File: src/hdl/hpt_pkg.sv
`timescale 1ns / 1ps
`default_nettype none
// ----------------------------------------------------------------------------
// hpt_pkg
// Shared types and constants of the homography point transform pipeline.
// ----------------------------------------------------------------------------
package hpt_pkg;

  localparam int CoordW   = 16;
  localparam int CoefW    = 32;
  localparam int NumRegs  = 8;
  localparam int ProdW    = CoefW + CoordW;
  localparam int AccW     = 50;
  localparam int QuotW    = 16;
  localparam int DivSteps = 16;

  localparam int RegH00 = 0;
  localparam int RegH01 = 1;
  localparam int RegH02 = 2;
  localparam int RegH10 = 3;
  localparam int RegH11 = 4;
  localparam int RegH12 = 5;
  localparam int RegH20 = 6;
  localparam int RegH21 = 7;

  localparam logic [CoefW-1:0] CoefOne = 32'h0100_0000;

  typedef logic [NumRegs-1:0][CoefW-1:0] coef_t;

  // identity matrix, h21 in the top word down to h00 in the bottom word
  localparam coef_t CoefReset = {32'h0, 32'h0, 32'h0, CoefOne,
                                 32'h0, 32'h0, 32'h0, CoefOne};

  typedef enum logic [1:0] {
    StatOk      = 2'd0,
    StatDivZero = 2'd1,
    StatSat     = 2'd2
  } status_e;

  // one coordinate under division
  typedef struct packed {
    logic [AccW-1:0]  rem;
    logic [QuotW-1:0] quot;
    logic             neg;
    logic             big;
  } chan_t;

  typedef struct packed {
    chan_t           cx;
    chan_t           cy;
    logic [AccW-1:0] den;
    logic            dz;
  } div_t;

endpackage

`default_nettype wire

File: src/hdl/hpt_div_step.sv
`timescale 1ns / 1ps
`default_nettype none
// ----------------------------------------------------------------------------
// hpt_div_step
// One registered restoring-division step for both coordinates.
// ----------------------------------------------------------------------------
module hpt_div_step (
  input  wire logic          clk_i,
  input  wire logic          rst_ni,
  input  wire logic          en_i,
  input  wire logic          vld_i,
  input  wire hpt_pkg::div_t st_i,
  output logic               vld_o,
  output hpt_pkg::div_t      st_o
);

  function automatic hpt_pkg::chan_t step(hpt_pkg::chan_t c, logic [hpt_pkg::AccW-1:0] d);
    hpt_pkg::chan_t  r;
    logic [hpt_pkg::AccW:0] r2;
    r  = c;
    r2 = {c.rem, 1'b0};
    if (r2 >= {1'b0, d}) begin
      r2     = r2 - {1'b0, d};
      r.quot = {c.quot[hpt_pkg::QuotW-2:0], 1'b1};
    end else begin
      r.quot = {c.quot[hpt_pkg::QuotW-2:0], 1'b0};
    end
    r.rem = r2[hpt_pkg::AccW-1:0];
    return r;
  endfunction

  hpt_pkg::div_t st_d, st_q;
  logic          vld_q;

  always_comb begin
    st_d    = st_i;
    st_d.cx = step(st_i.cx, st_i.den);
    st_d.cy = step(st_i.cy, st_i.den);
  end

  always_ff @(posedge clk_i or negedge rst_ni) begin
    if (!rst_ni) begin
      vld_q <= 1'b0;
    end else if (en_i) begin
      vld_q <= vld_i;
    end
  end

  always_ff @(posedge clk_i) begin
    if (en_i) begin
      st_q <= st_d;
    end
  end

  assign vld_o = vld_q;
  assign st_o  = st_q;

endmodule

`default_nettype wire

File: config.mk
export PLATFORM = sky130hd
export DESIGN_NAME = hpt_div_step
export DESIGN_NICKNAME = d
export VERILOG_FILES = /design/src/hdl/hpt_pkg.sv /design/src/hdl/hpt_div_step.sv
export SDC_FILE = /design/constraint.sdc
export NUM_CORES = 1
export LEC_CHECK = 0
export BUFFER_PORTS_ARGS = -buffer_cell sky130_fd_sc_hd__buf_2
export CORE_UTILIZATION = 30
export DETAILED_ROUTE_END_ITERATION = 7
export GPL_ROUTABILITY_DRIVEN = 0
export GPL_TIMING_DRIVEN = 0
export RECOVER_POWER = 100
export SLEW_MARGIN = 20
export SYNTH_ARGS = -nofsm -noshare
export SYNTH_HDL_FRONTEND = slang
export SYNTH_SLANG_ARGS = --single-unit
File: constraint.sdc
create_clock -name clk_i -period 0.9 [get_ports clk_i]
set_input_delay 0.09 -clock clk_i [delete_from_list [all_inputs] [get_ports clk_i]]
set_output_delay 0.09 -clock clk_i [all_outputs]
set_load 0.03 [all_outputs]
[Word-level counts from Yosys, hierarchy flattened]
Index checks and enable logic that the tools add are counted.
Word-level totals
  register bits: 188
  bits of input ports: 191
  output and inout bits: 188
  logic and storage cells: 21
Operators by class
  add/subtract/negate cells: 2
  magnitude comparators: 2
  mux-type cells: 4
Operators with widths (number)
  51-bit by 50-bit >= comparator with 1-bit output: 2
  50-bit two-way mux: 2
  50-bit subtractor: 2
  1-bit two-way mux: 2

[Longest topological paths before layout]
  word-level depth: 2
  mapped depth: 15
  depth with buffers taken out: 12

[Worst setup path before layout]
OpenSTA, ideal clock, no wires.
  path kind: input -> register
  start: in st_i[24] (netlist name)
  end: reg st_q (netlist bit st_o[183]) (data pin)
  setup time: 255 ps
  arrival: 2651 ps
  data required time: 645 ps
  path slack: -2006 ps
  stages: 11
  buffers on the path: 0
  path through: inv_1 ha_1 and3_1 a21boi_1 o41ai_1 nor2_1 a2111oi_0 nor4_1 o21ai_1 mux2_2 a31o_1
RTL lines
  start, declared: RTL line hpt_div_step.sv:12  | input wire hpt_pkg::div_t st_i,
  end signal, assigned: RTL line hpt_div_step.sv:51  | st_q <= st_d;
  end, declared: RTL line hpt_div_step.sv:32  | hpt_pkg::div_t st_d, st_q;

==> impl_metrics.tcl <==
set metrics [dict create \
    power-per-cell-area_mw_per_mm2 1520 \
    grt_util_all_layers 0.225 \
    switchingPower_w 0.0126 \
    ctsLongestPathBuffers 2 \
    synth.distinct_cells 88 \
    synthesis.instances 1303 \
    grt_max_degree 100 \
    worst-r2r-cell-count 1 \
    reg2reg_setup_slack_ns 0.14 \
    run_status "complete, but fails checks" \
    setup_total_negative_slack_ns -222.65 \
    netlist_area_mm2 0.0133 \
    failed_checks "setup timing" \
    chipHeight_um 213 \
    die_width_um 213 \
    power.static_leakage_nw 9.61 \
    clockRootBuffer "clkbuf_16" \
    setup_slack_ns -1.76 \
    final.min_clock_period_ns 2.66 \
    design.die.area_mm2 0.0452 \
    finalHoldViolations 0 \
    timing.hold.worst.class "input pin to flip-flop" \
    finalWirelength_um 54800 \
    slew_headroom 0.474 \
    synth-compound-area-share 0.204 \
    synth_mux_area_frac 0.0523 \
    worst_setup_path_end_kind "flip-flop" \
    yosys.area_share.simple 0.128 \
    cts_made_buffers 17 \
    antenna_found_initial 11 \
    ys.warnings.count 0 \
    timing.critical_path.fanout_max 9 \
    synthArstFlopShare 0.00532 \
    global_route_overflow 0 \
    fin_hold_ws_ns 0.0534 \
    placed_cells_incl_taps 2266 \
    clock_latency_ns 0.48 \
    layout.nets 2275 \
    yosys.area_share.xor_xnor 0.0500 \
    power.share.clock 0.219 \
    launch_instance_of_the_worst_min_delay_path "st_i[182]" \
    finish.utilization 0.528 \
    synth-seq-cells 188 \
    grt_pass1_vias 13010 \
    internal_power_w 0.0223 \
    detailroute.via_count 13425 \
    cp.arrival_ns 2.90 \
    timing.critical_path.cells "buf_8, inv_6, ha_4, a21o_1, a21oi_4, a211oi_4, o311ai_4, o211ai_4, o211a_4, o21ai_4, and2_4, buf_12, inv_16, clkbuf_16, mux2_4" \
    setup_viol 389 \
    worst_setup_path_start_kind "input pin" \
    rows 76 \
    share_seq_of_total_power 0.333 \
    grt_setup_unrepaired "yes" \
    fin_crit_sh 2.95 \
    postSynth.topFlopCell "edfxtp_1" \
    design.portCount 379 \
    first_pass_iters 5 \
    synth_top_family_by_area "compound AO/OA/AOI/OAI gates" \
    avgSynthCellArea_um2 10.2 \
    h-tree-depth 4 \
    worst_hold_path_cell_count 3 \
    cp_data_required_time_ns 1.14 \
    detailedPlace.worstSlack_ns -2.88 \
    number_of_drc_violations_after_detailed_routing 0 \
    endpoint_of_the_worst_hold_timing_path "st_o[183]" \
    path_delay_family "compound AO/OA/AOI/OAI gates" \
    hpwlAfterDp_um 38000 \
    synthToLayoutAreaGrowth_pct 72.2 \
    clock_skew_ns 0 \
    drt_first_iter_violations 813 \
    avgViaCountPerCell 5.19 \
    global_route_wire_length_before_repair_um 75600 \
    comb_power_share 0.448 \
    synthesis.nets 1596 \
    timing.fmax_ghz 0.376 \
    cap_violations 0 \
    postRouteAntennaNets 0 \
    synth-seq-area-share 0.424 \
    placement.io_buffers 376 \
    tightestPinTransition_ns 0.789 \
    worst_ir_drop_vdd_mv 1.44 \
    clk_pin_slew_ns 0.07 \
    core_region_area_mm2 0.0435 \
    tritoncts "done" \
    timing_max_transition_violations_final 0 \
    swShare 0.361 \
    final-instance-count-excl-fill 2586 \
    crit_buf_inv 5 \
    cpPeakStageDelay_ns 0.41 \
    setup.worst_path.class "input pin to flip-flop" \
    post_drt_wl_per_cell_um 21.2 \
    r2r_start "vld_o" \
    initial_utilization 0.306 \
    drive_above_1_share 0.454 \
    synth_edf_count 187 \
    synth_adder_area_share 0.0970 \
    worst_path_max_delay_cell "o311ai_4" \
    clock_sink_count 188 \
    r2r_end "vld_o" \
]
## final cells by class
type	instances	area, um2
Timing Repair Buffer	674	6120
Clock inverter	14	136
Sequential cell	188	5640
Clock buffer	18	429
Multi-Input combinational cell	987	8990
Fill cell	3759	20500
Buffer	34	477
Inverter	80	383
Antenna cell	6	15.0
Tap cell	585	732
## per-stage QoR
step                instance area (um2)  total power, W
global placement                  16600          0.0224
finish                            22900          0.0348
global route                      22900          0.0362
detailed placement                16600          0.0225
CTS                               20800          0.0326
floorplan                         14000          0.0192
## per-layer routing
metal | share of wire | vias to the layer above | routed length (um) | GRT usage
met5 | 0.0012 | - | 66 | 0
met1 | 0.41 | 6589 | 22700 | 0.277
met3 | 0.059 | 101 | 3260 | 0.0482
li1 | - | 6264 | - | -
met4 | 0.036 | 12 | 1950 | 0.0982
met2 | 0.49 | 459 | 26900 | 0.375
## synthesized netlist by cell type, types with 11 or more instances
master    instances  area [um2]
o21ai_1          25         125
mux2_4           35         526
a31oi_1          14        87.6
ha_1            100        1250
nand2_1         115         432
nor3_1           16        80.1
nand2b_1         12        75.1
clkbuf_1         27         101
and2_1           13        81.3
o21ai_0          74         370
nor2_1           69         259
xor2_1           33         289
and3_1           18         113
o31ai_1          11        82.6
nand4_1          26         163
nand3_1          34         170
edfxtp_1        187        5620
nor2b_1          11        68.8
inv_1            78         293
a21o_1           64         480
o21bai_1         24         180
buf_2            11        55.1
xnor2_1          43         377
a21oi_1         101         505
## power groups by stage
stage | Clock [W] | Combinational [W] | Sequential (W)
CTS | 0.00788 | 0.0133 | 0.0113
global placement | 0 | 0.0109 | 0.0115
finish | 0.00763 | 0.0156 | 0.0116
detailed placement | 0 | 0.0110 | 0.0115
floorplan | 0 | 0.00546 | 0.0137
global route | 0.00809 | 0.0165 | 0.0117
## sequential cells by signal (all words and copies together), names as in the netlist
register / cells
st_o: 187
vld_o: 1
## cell usage in the layout, fill, tap and decap left out, types with 32 or more instances in the layout
| cell type | count |
|---|---|
| a21oi_1 | 77 |
| mux2_4 | 42 |
| dlygate4sd3_1 | 182 |
| buf_4 | 82 |
| buf_6 | 215 |
| buf_2 | 180 |
| o21ai_0 | 40 |
| a21o_1 | 63 |
| nand2_1 | 93 |
| inv_1 | 44 |
| xor2_1 | 32 |
| edfxtp_1 | 187 |
| ha_1 | 43 |
| nor2_1 | 60 |
| ha_4 | 44 |
| xnor2_1 | 40 |
## logic make-up (layout without fill, tap and decap cells)
| group | Yosys count | in the layout |
|---|---|---|
| other | 0 | 6 |
| adder cells (fa/ha/maj) | 102 | 102 |
| flip-flops | 188 | 188 |
| buffers and inverters | 128 | 820 |
| AND/OR/NAND/NOR | 350 | 350 |
| AO/OA/AOI/OAI | 408 | 408 |
| XOR/XNOR | 76 | 76 |
| multiplexers | 51 | 51 |
## how the worst max path moves through the flow
stage | slack, ns | to | cells past startpoint | start
after floorplan | -1.86 | st_o[143] | 14 | st_i[2]
after global placement | -2.99 | vld_o | 2 | en_i
after detailed placement | -2.88 | st_o[175] | 15 | st_i[3]
after CTS | -1.68 | st_o[163] | 15 | st_i[4]
after global routing | -1.78 | st_o[155] | 16 | st_i[15]
final | -1.76 | st_o[151] | 15 | st_i[4]
## worst min-delay path: stages
cell and delay, ns:
buf_2 0.10, and3_1 0.15, a31o_1 0.10
## what timing repair did
item                       4_1_cts  5_1_grt
pin swaps                       66       91
hold endpoints to repair       181        0
buffers inserted                72       33
hold buffers                   182        0
setup endpoints to repair      332      375
cloned                           4        8
gates resized for setup        281      666
Note: power is estimated with default switching activity, not from simulation.
