==> src/hdl/hpt_pkg.sv <==
`timescale 1ns / 1ps
`default_nettype none
// ----------------------------------------------------------------------------
// hpt_pkg
// Shared types and constants of the homography point transform pipeline.
// ----------------------------------------------------------------------------
package hpt_pkg;

  localparam int CoordW   = 16;
  localparam int CoefW    = 32;
  localparam int NumRegs  = 8;
  localparam int ProdW    = CoefW + CoordW;
  localparam int AccW     = 50;
  localparam int QuotW    = 16;
  localparam int DivSteps = 16;

  localparam int RegH00 = 0;
  localparam int RegH01 = 1;
  localparam int RegH02 = 2;
  localparam int RegH10 = 3;
  localparam int RegH11 = 4;
  localparam int RegH12 = 5;
  localparam int RegH20 = 6;
  localparam int RegH21 = 7;

  localparam logic [CoefW-1:0] CoefOne = 32'h0100_0000;

  typedef logic [NumRegs-1:0][CoefW-1:0] coef_t;

  // identity matrix, h21 in the top word down to h00 in the bottom word
  localparam coef_t CoefReset = {32'h0, 32'h0, 32'h0, CoefOne,
                                 32'h0, 32'h0, 32'h0, CoefOne};

  typedef enum logic [1:0] {
    StatOk      = 2'd0,
    StatDivZero = 2'd1,
    StatSat     = 2'd2
  } status_e;

  // one coordinate under division
  typedef struct packed {
    logic [AccW-1:0]  rem;
    logic [QuotW-1:0] quot;
    logic             neg;
    logic             big;
  } chan_t;

  typedef struct packed {
    chan_t           cx;
    chan_t           cy;
    logic [AccW-1:0] den;
    logic            dz;
  } div_t;

endpackage

`default_nettype wire

==> src/hdl/hpt_quant.sv <==
`timescale 1ns / 1ps
`default_nettype none
// ----------------------------------------------------------------------------
// hpt_quant
// Rounding, saturation and status; holds the output register.
// ----------------------------------------------------------------------------
module hpt_quant (
  input  wire logic                              clk_i,
  input  wire logic                              rst_ni,
  input  wire logic                              en_i,
  input  wire logic                              vld_i,
  input  wire hpt_pkg::div_t                     st_i,
  output logic                                   vld_o,
  output logic [hpt_pkg::CoordW-1:0]             x_o,
  output logic [hpt_pkg::CoordW-1:0]             y_o,
  output hpt_pkg::status_e                       status_o
);

  typedef struct packed {
    logic [hpt_pkg::CoordW-1:0] val;
    logic                       sat;
  } qres_t;

  function automatic qres_t fin(hpt_pkg::chan_t c, logic [hpt_pkg::AccW-1:0] d);
    qres_t                  r;
    logic [hpt_pkg::AccW:0] r2;
    logic [hpt_pkg::QuotW:0] m;
    logic [hpt_pkg::QuotW:0] lim;
    r2  = {c.rem, 1'b0};
    m   = {1'b0, c.quot} + ((r2 >= {1'b0, d}) ? 17'd1 : 17'd0);
    lim = c.neg ? 17'd32768 : 17'd32767;
    r.sat = c.big || (m > lim);
    if (r.sat) begin
      m = lim;
    end
    r.val = c.neg ? hpt_pkg::CoordW'(17'd0 - m) : m[hpt_pkg::CoordW-1:0];
    return r;
  endfunction

  qres_t             qx, qy;
  logic [hpt_pkg::CoordW-1:0] x_d, y_d, x_q, y_q;
  hpt_pkg::status_e  st_d, st_q;
  logic              vld_q;

  always_comb begin
    qx = fin(st_i.cx, st_i.den);
    qy = fin(st_i.cy, st_i.den);
    if (st_i.dz) begin
      x_d  = '0;
      y_d  = '0;
      st_d = hpt_pkg::StatDivZero;
    end else begin
      x_d  = qx.val;
      y_d  = qy.val;
      st_d = (qx.sat || qy.sat) ? hpt_pkg::StatSat : hpt_pkg::StatOk;
    end
  end

  always_ff @(posedge clk_i or negedge rst_ni) begin
    if (!rst_ni) begin
      vld_q <= 1'b0;
    end else if (en_i) begin
      vld_q <= vld_i;
    end
  end

  always_ff @(posedge clk_i) begin
    if (en_i) begin
      x_q  <= x_d;
      y_q  <= y_d;
      st_q <= st_d;
    end
  end

  assign vld_o    = vld_q;
  assign x_o      = x_q;
  assign y_o      = y_q;
  assign status_o = st_q;

endmodule

`default_nettype wire
==> config.mk <==
export PLATFORM = sky130hd
export DESIGN_NAME = hpt_quant
export DESIGN_NICKNAME = d
export VERILOG_FILES = /design/src/hdl/hpt_pkg.sv /design/src/hdl/hpt_quant.sv
export SDC_FILE = /design/constraint.sdc
export NUM_CORES = 1
export LEC_CHECK = 0
export ABC_CLOCK_PERIOD_IN_PS = 1900
export BUFFER_PORTS_ARGS = -buffer_cell sky130_fd_sc_hd__buf_2
export CAP_MARGIN = 30
export CORE_MARGIN = 2
export CORE_UTILIZATION = 56
export DETAILED_ROUTE_END_ITERATION = 6
export PLACE_DENSITY_LB_ADDON = 0.15
export SLEW_MARGIN = 20
export SYNTH_ARGS = -nofsm -noshare
export SYNTH_HDL_FRONTEND = slang
export SYNTH_SLANG_ARGS = --single-unit
==> constraint.sdc <==
create_clock -name clk_i -period 1.9 [get_ports clk_i]
set_input_delay 0 -clock clk_i [delete_from_list [all_inputs] [get_ports clk_i]]
set_output_delay 0 -clock clk_i [all_outputs]
set_load 0.1 [all_outputs]
==> flow_summary_export.csv, run 1 <==
group,metric,value,unit
floorplan,die_y,110,um
clock_network,hold_buffers,2,
outcome,status,"stopped before the end",
yosys,ys.flop_type,"edfxtp_1",
clock_network,cts_setup_buffers,67,
yosys,synth_edf_count,34,
floorplan,io_pins,226,
yosys,synth_cell_types,63,
placed_design,portBuffers,225,
yosys,postSynthAreaPerCell,8.11,um2
yosys,yosysTopAreaCell,"ha_1",
clock_network,clock-sinks,35,
yosys,synth_cells,776,
yosys,synth-seq-cells,35,
yosys,yosys-top-cells-area,"ha_1, edfxtp_1, inv_1, a21oi_1, nand4_1",
clock_network,cts_buffer_depth,2,
clock_network,h-tree-depth,2,
placed_design,place_hpwl,20800,um
clock_network,ctsResizeCount,160,
floorplan,initial_utilization,57.8,%
yosys,yosysWarnings,0,
clock_network,clockRootBuffer,"clkbuf_8",
floorplan,die_x,110,um
clock_network,cts_buffers,5,
placed_design,gp_congestion,0.947,
placed_design,placed_area,9650,um2
yosys,seq_area_frac_synth,16.6,%
floorplan,placementRows,38,
yosys,yosysTopAreaCellShare,27.4,%
outcome,error,"[ERROR DPL-0038] Utilization greater than 100%, impossible to legalize",
outcome,lastStage,"clock tree synthesis (4_1_cts)",
yosys,synth_area,6300,um2
yosys,synth_nets,1105,
yosys,ys_async_sr_fraction,2.86,%
-- cells by family after synthesis --
family          synth area share [%]
compound gates                  20.3
xor+xnor                        3.78
fa+ha+maj                       27.4
buf+inv                         6.62
flops                           16.6
mux                             2.44
simple gates                    22.9
-- metrics by stage --
step	util [%]	setup TNS, ns	setup WS, ns	instances
detailed placement	88.6	-105.23	-3.82	1349
global placement	88.6	-94.48	-3.37	1349
floorplan	-	-82.22	-3.36	776
-- cell usage after synthesis, drive strengths merged (4+ instances only) --
| master | count |
|---|---|
| nand3 | 33 |
| a211oi | 12 |
| nand4b | 4 |
| and3 | 8 |
| xor2 | 8 |
| buf | 5 |
| edfxtp | 34 |
| a31oi | 18 |
| o21ai | 32 |
| or3 | 10 |
| nor2b | 5 |
| nand4 | 36 |
| o211ai | 10 |
| a31o | 5 |
| and4 | 7 |
| o21a | 7 |
| ha | 138 |
| a21o | 22 |
| nor2 | 47 |
| xnor2 | 17 |
| a21oi | 55 |
| or4 | 4 |
| nand2 | 43 |
| mux2i | 12 |
| nor3 | 27 |
| clkbuf | 14 |
| nor4 | 25 |
| o31ai | 5 |
| inv | 80 |
| nand2b | 8 |
| a211o | 7 |
==> inputs of run 2 (changes only) <==
- CORE_UTILIZATION: 56 -> 40
==> run 2 against run 1 <==
Net effect:
- the flow now finishes, with violations (negative setup slack)
- synthesized cell count unchanged
- synthesized area unchanged
==> flow_summary_export.csv, run 2 <==
group,metric,value,unit
final_layout,syn_to_final_growth,78.6,%
critical_path,critPathLaunch,"st_i[13]",
global_route,met3_usage,2.89,%
timing,worstMarginPinSlew,0.539,ns
yosys,synthAdderAreaFrac,27.4,%
outcome,violations,"negative setup slack",
yosys,synth_area,6300,um2
route,via_count,7789,
outcome,status,"complete, but fails checks",
critical_path,cp_top_family,"simple AND/OR/NAND/NOR gates",
yosys,synth_most_common_cell,"ha_1",
global_route,grt-busiest-layer,"met2",
critical_path,worst-path-buf-inv,9,
yosys,synth_cell_types,63,
global_route,grt_pass1_vias,7658,
route,drt_pass1_iterations,5,
route,postRouteAntennaNets,0,
flow_run,drv_cap,0,
timing,finalHoldViolCount,0,
yosys,postSynthAreaPerCell,8.11,um2
critical_path,cp-start-kind,"input port",
yosys,synth_nets,1105,
timing,relSlewSlack,63.9,%
global_route,use_met1,29.6,%
placed_design,place_hpwl,17700,um
pwr,power_frac_seq,20.1,%
yosys,synth-simple-area-share,22.9,%
yosys,ys.flop_type,"edfxtp_1",
route,wl_per_cell,15.7,um
yosys,yosys-top-cells-area,"ha_1, edfxtp_1, inv_1, a21oi_1, nand4_1",
global_route,grt_use_met2,48.0,%
critical_path,critPathCaptureType,"flip-flop",
yosys,synth_top_family_by_area,"adder cells",
yosys,seq_area_frac_synth,16.6,%
yosys,synth-xor-area-share,3.78,%
hold_path,hold_class,"in -> async",
timing,max_freq,202,MHz
critical_path,rr_startpoint,"vld_o$_DFFE_PN0P_",
critical_path,cpMaxStageDelayCell,"nor4_4",
clock_network,h-tree-depth,2,
timing,finClkSkew,0,ns
yosys,synthMuxAreaShare,2.44,%
yosys,synth_common_cells,"ha_1, inv_1, a21oi_1",
timing,setup_violations,33,
timing,drv_slew,0,
yosys,synth_cells,776,
critical_path,critical_path_arrival,5.05,ns
pwr,pwr-share-comb,64.0,%
pwr,power_density,425,nW/um2
clock_network,cts.clk_slew.worst_paths,0.05,ns
final_layout,fin_cells,1460,
floorplan,die_x,129,um
route,postRouteWirelength,22900,um
clock_network,cts_buffers,5,
pwr,switchingPower,2.05,mW
floorplan,dieArea,16800,um2
final_layout,final_common_cell,"buf_4",
placed_design,place_inst,1405,
floorplan,io_pins,226,
pwr,p_leak,5.37,nW
route,drt_iter0_drc,321,
pwr,p_int,2.73,mW
yosys,yosysWarnings,0,
critical_path,cp_max_fo,4,
critical_path,slowest_delay,0.33,ns
timing,fin_crit_sh,261,%
clock_network,clockRootBuffer,"clkbuf_16",
placed_design,placed_area,9630,um2
global_route,globalRouteTotalUtil,25.2,%
timing,setup_slack,-3.05,ns
global_route,grt_max_degree,28,
final_layout,n_antenna_cell,0,
critical_path,required,2.00,ns
final_layout,final_cell_mix,"buf_4, buf_2, ha_1, inv_1, ha_4",
final_layout,fin_nets,1577,
global_route,antenna_found_initial,0,
yosys,yosysTopAreaCell,"ha_1",
route,drc,0,
route,vias_per_cell,5.33,
clock_network,cts_buffer_depth,2,
final_layout,fin_area,11200,um2
floorplan,coreArea,15300,um2
global_route,grt_pass1_wl,34600,um
timing,setup_tns,-86.08,ns
floorplan,initial_utilization,41.1,%
floorplan,placementRows,45,
placed_design,gp_congestion,0.867,
final_layout,fillers,1173,
global_route,grt_overflow,0,
yosys,ys_async_sr_fraction,2.86,%
pwr,peakVddDrop,0.000526,V
critical_path,crit_path_frequent_cell,"buf_6",
yosys,synth_edf_count,34,
final_layout,drive_above_1_share,55.2,%
clock_network,clock-sinks,35,
pwr,power_frac_clock,15.9,%
floorplan,die_y,129,um
yosys,synth-compound-area-share,20.3,%
pwr,swShare,42.9,%
yosys,synth-seq-cells,35,
placed_design,portBuffers,225,
clock_network,clk_latency,0.28,ns
yosys,yosysTopAreaCellShare,27.4,%
timing,rsz0062_at_grt,"true",
clock_network,cts_tree,"built",
timing,fin_crit,4.95,ns
critical_path,path_class,"in -> reg",
-- run 2: layout make-up --
type / instances / area (um2) / share of cell area (%)
clock buffers: 7 / 133 / 1.18
clock inverters: 1 / 5.00 / 0.0445
inverters: 82 / 384 / 3.42
multi-input cells: 640 / 6130 / 54.6
flip-flops and latches: 35 / 1050 / 9.30
well taps: 211 / 264 / 2.35
repair buffers: 484 / 3280 / 29.2
-- run 2: stage by stage --
stage	setup WS [ns]	total power, mW	hold WS (ns)	util [%]
2_1_floorplan	-3.36	2.56	-0.296	-
3_3_place_gp	-3.46	3.48	-0.226	62.9
3_5_place_dp	-3.60	3.52	-0.225	62.9
4_1_cts	-3.09	4.53	0.0192	69.2
5_1_grt	-3.47	5.05	0.0544	73.4
6_report	-3.05	4.78	0.0249	73.4
-- run 2: final timing paths --
kind	cells after the start	slack, ns	to
worst max register to register	1	1.14	vld_o$_DFFE_PN0P_
max in group asynchronous	2	1.79	vld_o$_DFFE_PN0P_
min in group clk_i	2	0.17	x_o[12]$_SDFFCE_PP0P_
worst min register to register	1	0.54	vld_o$_DFFE_PN0P_
worst min-delay path	2	0.02	vld_o$_DFFE_PN0P_
worst max-delay path	32	-3.05	y_o[12]$_SDFFCE_PP0P_
-- run 2: power groups by stage --
stage,clock [mW],combinational (mW),sequential (mW)
after floorplan,0,1.02,1.54
after global placement,0,2.51,0.973
after detailed placement,0,2.54,0.974
after CTS,0.755,2.82,0.960
after global routing,0.783,3.30,0.968
final,0.759,3.06,0.959
-- run 2: cells by family after synthesis --
family / Yosys count
simple gates: 266
compound gates: 196
fa+ha+maj: 138
buf+inv: 101
flops: 35
xor+xnor: 25
mux: 15
-- run 2: layer usage --
| metal | share of wire [%] | vias to the layer above |
|---|---|---|
| li1 | - | 3904 |
| met1 | 40 | 3564 |
| met2 | 52 | 279 |
| met3 | 5.0 | 42 |
| met4 | 2.2 | 0 |
| met5 | 0 | - |
-- run 2: repair_timing --
item / 4_1_cts / 5_1_grt
resized for setup: 93 / 123
pin swaps: 50 / 72
hold buffers: 2 / 0
endpoints found under the hold margin: 2 / 0
cloned: 1 / 0
setup buffers: 41 / 20
setup endpoints to repair: 33 / 33
No activity file was read; power rests on OpenSTA's default activity.
==> inputs of run 3 (changes only) <==
- ABC_AREA: not set -> 1
==> run 3 against run 2 <==
Net effect:
- the flow still finishes with violations (negative setup slack)
- clock skew unchanged
- final area decreased by 6.7%
- via count decreased by 4.9%
- synthesized cell count increased by 13%
- clock power increased by 21%
- combinational power decreased by 3%
==> flow_summary_export.csv, run 3 <==
group,metric,value,unit
outcome,status,"complete, but fails checks",
outcome,violations,"negative setup slack",
flow_run,drv_cap,0,
pwr,switchingPower,2.11,mW
final_layout,fin_nets,1656,
floorplan,io_pins,226,
pwr,power_frac_clock,18.9,%
final_layout,drive_above_1_share,48.3,%
timing,setup_slack,-2.57,ns
timing,fin_crit_sh,235,%
route,postRouteWirelength,19400,um
pwr,swShare,43.3,%
clock_network,cts_buffers,5,
timing,setup_violations,33,
critical_path,reg2reg_depth,1,
timing,relSlewSlack,57.8,%
critical_path,required,1.99,ns
hold_path,hold_class,"in -> async",
timing,max_freq,224,MHz
clock_network,clk_latency,0.27,ns
yosys,synth_area,6250,um2
critical_path,critical_path_arrival,4.55,ns
clock_network,clock-sinks,35,
floorplan,die_y,129,um
route,vias_per_cell,4.81,
placed_design,gp_congestion,0.875,
timing,setup_tns,-79.05,ns
pwr,p_leak,5.55,nW
yosys,yosysTopAreaCell,"ha_1",
timing,finalHoldViolCount,0,
clock_network,h-tree-depth,2,
yosys,synth_nets,1206,
final_layout,final_cell_mix,"buf_2, buf_4, nand2_1, ha_1, inv_1",
clock_network,clockRootBuffer,"clkbuf_16",
critical_path,critPathCaptureType,"flip-flop",
clock_network,cts_buffer_depth,2,
pwr,power_density,465,nW/um2
route,via_count,7407,
critical_path,path_class,"in -> reg",
yosys,synth_common_cells,"nand2_1, ha_1, inv_1",
placed_design,portBuffers,225,
floorplan,die_x,129,um
yosys,ys.flop_type,"edfxtp_1",
timing,worstMarginPinSlew,0.632,ns
yosys,seq_area_frac_synth,16.7,%
final_layout,final_common_cell,"buf_2",
floorplan,coreArea,15300,um2
final_layout,n_antenna_cell,0,
pwr,p_int,2.77,mW
route,wl_per_cell,12.6,um
route,postRouteAntennaNets,0,
global_route,grt_overflow,0,
floorplan,dieArea,16600,um2
yosys,synth_cells,877,
yosys,postSynthAreaPerCell,7.13,um2
critical_path,cp_max_fo,3,
global_route,grt_max_degree,23,
timing,drv_slew,0,
route,drc,0,
critical_path,slowest_delay,0.30,ns
timing,hold_ws,0.0271,ns
placed_design,place_hpwl,15900,um
critical_path,crit_path_frequent_cell,"nand2_1",
timing,fin_crit,4.47,ns
route,drt_pass1_iterations,5,
pwr,peakVddDrop,0.000372,V
yosys,synth-seq-cells,35,
critical_path,cpMaxStageDelayCell,"ha_1",
yosys,ys_async_sr_fraction,2.86,%
pwr,power_frac_seq,20.0,%
floorplan,placementRows,45,
critical_path,cp-start-kind,"input port",
final_layout,syn_to_final_growth,67.8,%
timing,finClkSkew,0,ns
yosys,synth_most_common_cell,"nand2_1",
yosys,yosys-top-cells-area,"ha_1, edfxtp_1, nand2_1, inv_1, a21oi_1",
yosys,synth_cell_types,45,
clock_network,cts.clk_slew.worst_paths,0.05,ns
yosys,synth_edf_count,34,
pwr,pwr-share-comb,61.1,%
timing,rsz0062_at_grt,"true",
yosys,yosysWarnings,0,
route,drt_iter0_drc,312,
global_route,antenna_found_initial,0,
global_route,grt_pass1_wl,31000,um
global_route,globalRouteTotalUtil,22.4,%
yosys,yosysTopAreaCellShare,27.6,%
clock_network,cts_tree,"built",
global_route,grt_pass1_vias,7204,
floorplan,initial_utilization,41.0,%
run 3: cell types whose count changed in the layout (fill, tap and decap cells not counted), sizes merged, moves of 11 or more:
cell,before,now
a21o,22,2
inv,79,125
nand3,33,73
a31oi,18,3
nor2,47,83
buf,482,453
xor2,8,21
nor4,25,2
nand4,36,18
a21oi,55,80
mux2i,12,0
nor3,27,16
xnor2,17,6
nand2,43,194
run 3: path summary, 6_finish.rpt:
check                             startpoint  slack (ns)                   endpoint
setup reg to reg           vld_o$_DFFE_PN0P_        1.15          vld_o$_DFFE_PN0P_
hold / removal                        rst_ni        0.03          vld_o$_DFFE_PN0P_
setup / recovery                     st_i[2]       -2.57       y_o[2]$_SDFFCE_PP0P_
max in group asynchronous             rst_ni        1.79          vld_o$_DFFE_PN0P_
hold reg to reg            vld_o$_DFFE_PN0P_        0.52          vld_o$_DFFE_PN0P_
min in group clk_i                   st_i[0]        0.10  status_o[0]$_SDFFCE_PP1P_
run 3: power by group through the flow:
stage          Clock, mW  Combinational, mW  Sequential [mW]
2_1_floorplan          0               1.06             1.57
3_3_place_gp           0               2.58            0.992
3_5_place_dp           0               2.62            0.993
4_1_cts            0.932               2.80            0.978
5_1_grt            0.966               3.27            0.984
6_report           0.921               2.98            0.976
run 3: layout make-up:
| class | count | area, um2 |
|---|---|---|
| clock inverter | 3 | 38.8 |
| timing repair buffer | 455 | 3000 |
| fill | 1307 | 4770 |
| inverter | 126 | 498 |
| tap | 211 | 264 |
| sequential | 35 | 1050 |
| clock buffer | 5 | 125 |
| multi-input combinational | 704 | 5520 |
run 3: stage by stage:
stage | total power, mW | util, % | std cells | area (um2) | setup slack (ns)
6_report | 4.88 | 68.7 | 1539 | 10500 | -2.57
5_1_grt | 5.22 | 68.7 | 1539 | 10500 | -2.98
4_1_cts | 4.71 | 66.0 | 1528 | 10100 | -2.62
3_5_place_dp | 3.61 | 61.6 | 1504 | 9400 | -3.20
3_3_place_gp | 3.57 | 61.6 | 1504 | 9400 | -3.13
2_1_floorplan | 2.63 | - | 877 | 6540 | -2.54
run 3: repair_timing:
item | 4_1_cts | 5_1_grt
buffers inserted | 16 | 14
endpoints found under the setup margin | 33 | 33
gates resized for setup | 91 | 79
pin swaps | 49 | 42
hold buffers | 2 | 0
endpoints found under the hold margin | 2 | 0
run 3: logic make-up (layout without fill, tap and decap cells):
family / Yosys count / in the layout / synth area share, %
simple gates: 394 / 394 / 29.5
compound gates: 144 / 144 / 13.5
fa+ha+maj: 138 / 138 / 27.6
buf+inv: 138 / 589 / 8.67
flops: 35 / 35 / 16.7
xor+xnor: 27 / 27 / 3.78
mux: 1 / 1 / 0.180
run 3: metal layers:
| layer | GRT usage (%) | vias up | routed length (um) |
|---|---|---|---|
| met4 | 4.03 | 0 | 324 |
| met3 | 4.28 | 27 | 1010 |
| met1 | 26.0 | 3310 | 8080 |
| met2 | 42.8 | 168 | 9960 |
| met5 | 0 | - | 0 |
| li1 | - | 3902 | - |
run 3: worst max-delay path: cells and delay by family:
kind / cells / cell delay, ns
AND/OR/NAND/NOR: 21 / 1.76
adder cells (fa/ha/maj): 5 / 1.17
AO/OA/AOI/OAI: 6 / 0.89
buffers and inverters: 7 / 0.60
XOR/XNOR: 1 / 0.16
==> inputs of run 4 (changes only) <==
- CORE_ASPECT_RATIO: not set -> 0.7
==> run 4 against run 3 <==
Net effect:
- via count rose by 3.9%
- the run still ends with negative setup slack left
- sequential share of layout area fell by 0.39 points
- die area about the same
- critical path type unchanged
- clock power grew 2%
==> flow_summary_export.csv, run 4 (synthesis gave the netlist of run 3 again) <==
group,metric,value,unit
outcome,status,"complete, but fails checks",
outcome,violations,"negative setup slack",
route,vias_per_cell,4.97,
global_route,grt_max_degree,24,
floorplan,die_y,109,um
global_route,antenna_found_initial,1,
placed_design,gp_congestion,0.898,
floorplan,placementRows,38,
pwr,power_density,463,nW/um2
final_layout,fillers,1240,
timing,relSlewSlack,63.9,%
timing,worstMarginPinSlew,0.541,ns
clock_network,clock-sinks,35,
final_layout,drive_above_1_share,51.7,%
critical_path,reg2reg_depth,1,
global_route,grt_pass1_wl,34100,um
clock_network,clockRootBuffer,"clkbuf_16",
critical_path,cpMaxStageDelayCell,"ha_1",
clock_network,cts_tree,"built",
clock_network,cts_buffers,5,
final_layout,fin_cells,1549,
placed_design,dp_slack,-3.33,ns
final_layout,multiInputGateArea,5760,um2
floorplan,dieArea,16700,um2
floorplan,die_x,153,um
critical_path,slowest_delay,0.30,ns
flow_run,drv_cap,0,
route,wl_per_cell,14.1,um
route,via_count,7693,
final_layout,final_common_cell,"buf_4",
placed_design,place_hpwl,16900,um
floorplan,coreArea,15400,um2
global_route,grt_pass1_vias,7501,
global_route,grt_overflow,0,
timing,setup_slack,-2.74,ns
timing,fin_crit,4.64,ns
route,postRouteWirelength,21800,um
final_layout,fin_area,10900,um2
final_layout,final_cell_mix,"buf_4, buf_2, nand2_1, ha_1, inv_1",
critical_path,critical_path_arrival,4.68,ns
clock_network,h-tree-depth,2,
route,drt_iter0_drc,409,
pwr,peakVddDrop,0.000371,V
route,drc,0,
final_layout,seqCellArea,1050,um2
critical_path,cp-start-kind,"input port",
timing,rsz0062_at_grt,"true",
clock_network,clk_latency,0.28,ns
final_layout,fin_util,70.8,%
hold_path,hold_class,"in -> async",
global_route,globalRouteTotalUtil,24.6,%
floorplan,initial_utilization,40.6,%
clock_network,cts.clk_slew.worst_paths,0.05,ns
timing,max_freq,215,MHz
clock_network,cts_buffer_depth,2,
timing,finalHoldViolCount,0,
placed_design,portBuffers,225,
placed_design,place_inst,1492,
timing,hold_ws,0.0228,ns
timing,drv_slew,0,
route,postRouteAntennaNets,0,
critical_path,critPathCaptureType,"flip-flop",
route,drt_pass1_iterations,6,
final_layout,fin_nets,1676,
timing,fin_crit_sh,244,%
critical_path,required,1.93,ns
final_layout,syn_to_final_growth,74.6,%
floorplan,io_pins,226,
timing,setup_violations,33,
critical_path,cp_max_fo,4,
timing,finClkSkew,0,ns
critical_path,path_class,"in -> reg",
pwr,p_leak,5.72,nW
placed_design,placed_area,9360,um2
critical_path,crit_path_frequent_cell,"nand2_4",
[run 4: cell count changes in the layout (fill, tap and decap cells not counted), moves of 5 or more]
cell	delta
buf_6	+7
nor2_1	-7
a21oi_1	-5
nand2_4	+5
a21oi_2	+5
ha_1	-7
nand2_1	-6
ha_4	+7
buf_4	+12
[run 4: layout make-up]
| class | count | share of cell area [%] |
|---|---|---|
| multi-input cells | 706 | 52.8 |
| repair buffers | 473 | 29.1 |
| flip-flops and latches | 35 | 9.58 |
| inverters | 126 | 4.61 |
| well taps | 200 | 2.29 |
| clock buffers | 5 | 1.15 |
| clock inverters | 3 | 0.401 |
| diodes | 1 | 0.0229 |
[run 4: stage by stage]
step / total power [mW] / setup TNS, ns
6_report: 5.05 / -82.17
5_1_grt: 5.36 / -92.89
4_1_cts: 4.82 / -80.92
3_5_place_dp: 3.60 / -100.50
3_3_place_gp: 3.55 / -96.02
2_1_floorplan: 2.63 / -73.72
[run 4: path summary, 6_finish.rpt]
kind                                   start                   endpoint  slack [ns]
hold reg to reg            vld_o$_DFFE_PN0P_          vld_o$_DFFE_PN0P_        0.51
hold / removal                        rst_ni          vld_o$_DFFE_PN0P_        0.02
min in group clk_i                   st_i[0]  status_o[0]$_SDFFCE_PP1P_        0.16
setup / recovery                    st_i[50]      y_o[14]$_SDFFCE_PP0P_       -2.74
max in group asynchronous             rst_ni          vld_o$_DFFE_PN0P_        1.79
setup reg to reg           vld_o$_DFFE_PN0P_          vld_o$_DFFE_PN0P_        1.16
[run 4: layer usage]
| metal | track usage, % | share of wire, % | wire, um |
|---|---|---|---|
| met1 | 32.2 | 44 | 9550 |
| met2 | 43.8 | 48 | 10400 |
| met3 | 3.65 | 6.8 | 1480 |
| met4 | 4.19 | 1.6 | 345 |
| met5 | 0 | 0 | 0 |
[run 4: power by group]
group          switching, mW  leakage [nW]  internal (mW)  total, mW
Clock                  0.320        0.0838          0.618      0.938
Sequential            0.0214         0.341          0.947      0.968
Combinational           1.88          5.29           1.26       3.14
[run 4: worst max-delay path, delay by kind of cell]
family,cells,cell delay (ns)
and+or+nand+nor,22,2.28
adders and majority gates,5,1.15
buffers and inverters,8,0.64
AOI/OAI and AO/OA,2,0.40
xor gates and xnor gates,1,0.18
[run 4: what timing repair did]
item	4_1_cts	5_1_grt
buffers inserted	30	23
cloned	2	1
pin swaps	94	61
resized for setup	146	87
hold buffers	2	0
hold endpoints to repair	2	0
endpoints found under the setup margin	33	33
